File: src/hw/rtl/aldm_pkg.sv
package aldm_pkg;

  // Store geometry
  localparam int unsigned MaxLen   = 262144;
  localparam int unsigned AddrW    = $clog2(MaxLen);
  localparam int unsigned LenW     = $clog2(MaxLen) + 1;
  localparam int unsigned ResetLen = (10 * 1024 < MaxLen) ? 10 * 1024 : MaxLen;

  // Sample formats
  localparam int unsigned SampleW  = 12;
  localparam int unsigned DropBits = 4;
  localparam int unsigned LevelW   = 8;
  localparam logic [LevelW-1:0] MidLevel = LevelW'(128);

  // Access plan for one transaction, from the position unit to the datapath
  typedef struct packed {
    logic [AddrW-1:0] wr_addr;
    logic [AddrW-1:0] rd_addr;
    logic             rd_fwd;    // read hits the entry written in the same cycle
    logic             rd_blank;  // read entry never written since reset
  } aldm_access_t;

endpackage

File: src/hw/rtl/aldm_position.sv
module aldm_position import aldm_pkg::*; (
  input  logic            clk_i,
  input  logic            rst_ni,
  input  logic            advance_i,
  input  logic            cfg_we_i,
  input  logic [LenW-1:0] cfg_wdata_i,
  output aldm_access_t    access_o
);

  logic [AddrW-1:0] pos_q, pos_d;
  logic [LenW-1:0]  active_q, active_d;
  logic [LenW-1:0]  pending_q, pending_d;
  logic [LenW-1:0]  fill_q, fill_d;
  logic [LenW-1:0]  pos_plus;
  logic             wrap;
  logic [AddrW-1:0] next_pos;
  logic [LenW-1:0]  fill_after;

  // Advance the position and wrap at the active length
  assign pos_plus   = LenW'(pos_q) + LenW'(1);
  assign wrap       = (pos_plus >= active_q);
  assign next_pos   = wrap ? '0 : pos_plus[AddrW-1:0];

  // Written entries always form a prefix of the store; grow it on a write at its end
  assign fill_after = (LenW'(pos_q) == fill_q) ? fill_q + LenW'(1) : fill_q;

  always_comb begin
    access_o.wr_addr  = pos_q;
    access_o.rd_addr  = next_pos;
    access_o.rd_fwd   = (next_pos == pos_q);
    access_o.rd_blank = (LenW'(next_pos) >= fill_after);
  end

  // Clamp the requested length to 1..MaxLen
  always_comb begin
    pending_d = pending_q;
    if (cfg_we_i) begin
      if (cfg_wdata_i == '0) begin
        pending_d = LenW'(1);
      end else if (cfg_wdata_i > LenW'(MaxLen)) begin
        pending_d = LenW'(MaxLen);
      end else begin
        pending_d = cfg_wdata_i;
      end
    end
  end

  always_comb begin
    pos_d    = pos_q;
    active_d = active_q;
    fill_d   = fill_q;
    if (advance_i) begin
      pos_d  = next_pos;
      fill_d = fill_after;
      if (wrap) begin
        active_d = pending_q;
      end
    end
  end

  always_ff @(posedge clk_i or negedge rst_ni) begin
    if (!rst_ni) begin
      pos_q     <= '0;
      active_q  <= LenW'(ResetLen);
      pending_q <= LenW'(ResetLen);
      fill_q    <= '0;
    end else begin
      pos_q     <= pos_d;
      active_q  <= active_d;
      pending_q <= pending_d;
      fill_q    <= fill_d;
    end
  end

endmodule

File: config.mk
export PLATFORM = sky130hd
export DESIGN_NAME = aldm_position
export DESIGN_NICKNAME = d
export VERILOG_FILES = /design/src/hw/rtl/aldm_pkg.sv /design/src/hw/rtl/aldm_position.sv
export SDC_FILE = /design/constraint.sdc
export NUM_CORES = 1
export LEC_CHECK = 0
export ABC_AREA = 1
export BUFFER_PORTS_ARGS = -buffer_cell sky130_fd_sc_hd__buf_2
export CORE_UTILIZATION = 54
export DETAILED_ROUTE_END_ITERATION = 6
export GPL_TIMING_DRIVEN = 0
export PLACE_DENSITY_LB_ADDON = 0.05
export SYNTH_ARGS = -nofsm -noshare
export SYNTH_HDL_FRONTEND = slang
export SYNTH_SLANG_ARGS = --single-unit
File: constraint.sdc
create_clock -name clk_i -period 4.44 [get_ports clk_i]
set_clock_uncertainty 0.2 [all_clocks]
set_input_delay 0.444 -clock clk_i [delete_from_list [all_inputs] [get_ports clk_i]]
set_output_delay 0.444 -clock clk_i [all_outputs]
set_load 0.01 [all_outputs]
==> results.md <==
- Status: complete, but fails checks
- Failing checks: design-rule violations, negative setup slack
- Starting Density: 55.4%
- Max VDD drop: 0.464 mV
- Startpoint class of the critical path: flip-flop
- Share of cells above drive strength 1: 22.6%
- Total GRT Usage: 31.8%
- Clk root buf: clkbuf_8
- Slowest cell on the critical path: dfrtp_2
- Reg area: 1890 sq um
- Gr ovfl total: 0
- Synth Area in Compound Gates: 8.65%
- Total CTS buffers: 9
- HPWL Detailed: 11.7 mm
- Pwr dens: 737 nW/um^2
- Die area: 10300 sq um
- Mapped Nets: 834
- Biggest area consumer among synthesized cells: dfrtp_1
- Fin nets: 934
- Worst hold stages: 3
- CP endpoint kind: primary output
- Mux share of post-synthesis cell area: 0%
- # H-tree levels: 3
- CTS sink count: 75
- Clock transition at path regs: 0.08 ns
- Antenna viol nets, final: 0
- Mapped Cells: 772
- Critical Path Fanout Max: 8
- Most frequent cells in the layout: nand2_1 (214), inv_1 (116), dfrtp_1 (66)
- Drt pass-1 iters: 7
- Multi-input logic area: 3200 sq um
- Largest family of logic cells by synthesized area: simple AND/OR/NAND/NOR gates
- Seq/Total Area, Yosys: 35.1%
- Clk_lat worst skew: 0.37 ns
- Max cap viols: 0
- CP Class: reg2out
- Die width: 102 um
- R2r startpoint: pos_q[0]
- Dpl cells: 965
- WHS: 0.121 ns
- Post-synth top area share: 33.1%
- Pre-CTS setup slack: -0.818 ns
- DIE HEIGHT: 102 um
- # rows: 36
- Required @ worst endpoint: 3.80 ns
- Synth Area in Adders: 9.10%
- Fin cells: 1010
- Port Buffers: 59
- Setup TNS: -0.482 ns
- Via count: 5415
- CTS tree: yes
- Routed vias/inst: 5.36
- Fmax: 203 MHz
- Gpl congestion: 0.925
- Mean Syn Cell Area: 6.95 sq um
- Post-synth EDFFs: 0
- DRC viols: 2
- Initial antenna violation count: 0
- Final worst path period need: 4.92 ns
- Final Hold Viols: 0
- Synthesized area: 5360 sq um
- Worst Hold Launch: cfg_wdata_i[11]
- Worst path most repeated cell: nand2_1
- Number of diodes: 0
- Lkg Pwr: 3.39 nW
- Routed wire length: 15.8 mm
- Largest net degree at the start of global routing: 64
- Yosys warning count: 0
- Slowest cell delay on critical path: 0.41 ns
- Synth top area cells: dfrtp_1 (33%), nand2_1 (15%), ha_1 (9.1%)
- FILL cells: 833
- FF-to-FF path depth: 20
- DR WL/cell: 15.7 um
- Core area: 9680 sq um
- Worst-Margin Slew: 0.777 ns
- Max-slew violations: 0
- Ports: 61
- Synth cell types: 34
- Final setup viols: 1
- Tcrit/Tclk final: 111%
- Rel. slew slack: 48.2%
- Global-route wire length before repair: 24.5 mm
- Buf/Inv on CP: 7
- Delay-heaviest family, CP: simple AND/OR/NAND/NOR gates
- Flop-to-flop setup slack: 1.13 ns
- Most common flop cell mapped by yosys: dfrtp_1
- Vias in the first global route: 5136
- Area Growth Syn to Fin: 23.9%
- Post-synth ARST share: 100%
- Xor and xnor area share after synthesis: 5.04%
- Clk buf depth: 2
- Crit path DAT: 4.28 ns
- Commonest non-fill, non-tap cell in the layout: nand2_1
- Min-delay worst type: in2reg
- Worst Hold Path EP: pending_q[11]
- Synthesized flop and latch total: 75
- Critical R2R Capture: active_q[5]
- RSZ-0062 raised after global routing: true
- Final worst slack: -0.482 ns
- 1st-iter DRT viols: 354
- Simple-gate share of the synthesized area: 30.7%
[kinds of logic (layout without fill, tap and decap cells)]
| group | Yosys count | after routing |
|---|---|---|
| AO/OA/AOI/OAI | 89 | 89 |
| XOR/XNOR | 30 | 30 |
| adder cells (fa/ha/maj) | 39 | 39 |
| buffers and inverters | 155 | 260 |
| flip-flops | 75 | 75 |
| AND/OR/NAND/NOR | 384 | 384 |
[cell type report]
cell class              instances  share of cell area, %
plain buffers                  29                   2.71
clock buffers                  10                   1.92
clock inverters                 6                  0.979
inverters                     126                   7.11
multi-input cells             542                   48.2
flip-flops and latches         75                   28.4
well taps                     133                   2.50
repair buffers                 89                   8.21
[repair_timing]
action | CTS | global route
gates cloned | 0 | 0
setup buffers | 17 | 11
setup endpoints to repair | 18 | 1
pin swaps | 14 | 21
gates resized for setup | 60 | 27
hold endpoints to repair | 12 | 0
hold buffers | 1 | 0
[worst max path at each step]
stage              from     endpoint  slack (ns)  cells after the start
2_1_floorplan  pos_q[1]  access_o[0]      0.0007                     32
3_3_place_gp   pos_q[0]  access_o[0]       -0.72                     31
3_5_place_dp   pos_q[0]  access_o[0]       -0.82                     33
4_1_cts        pos_q[1]  access_o[0]       -0.46                     30
5_1_grt        pos_q[1]  access_o[0]       -0.70                     32
6_report       pos_q[0]  access_o[0]       -0.48                     30
[metal layers]
metal	vias to the layer above	share of wire, %	global-route usage (%)	wire length, um
met2	177	52	57.7	8170
met5	-	0	0	0
met3	57	4.1	3.66	649
met4	0	4.3	17.4	685
li1	2655	-	-	-
met1	2526	40	36.4	6330
[report_power, final]
part           switching (W)  internal [W]  total, W
registers           0.000180      0.000862   0.00104
clock network       0.000284      0.000261  0.000545
logic                0.00201       0.00130   0.00331
total                0.00248       0.00242   0.00490
[metrics by stage]
stage	power (W)	cell area [sq um]	util, %
4_1_cts	0.00466	6440	66.5
3_5_place_dp	0.00368	5880	60.7
6_report	0.00490	6650	68.6
3_3_place_gp	0.00360	5850	60.4
5_1_grt	0.00528	6650	68.6
2_1_floorplan	0.00283	5380	-
[synthesized netlist by cell type, drive strengths merged (12+ instances only)]
cell type,instances
a21oi,17
buf,18
dfrtp,71
ha,39
inv,125
nand2,221
nand3,38
nand4,34
nor2,71
nor3,12
o21ai,65
xor2,27
[worst min-delay path: stages]
cell and delay [ns]:
buf_2 0.09, inv_1 0.06, o21ai_0 0.08
[sequential cells by signal, summed over array words and instances, names as in the netlist]
signal,count
active_q,19
fill_q,19
pending_q,19
pos_q,18
Note: power is estimated with default switching activity, not from simulation.
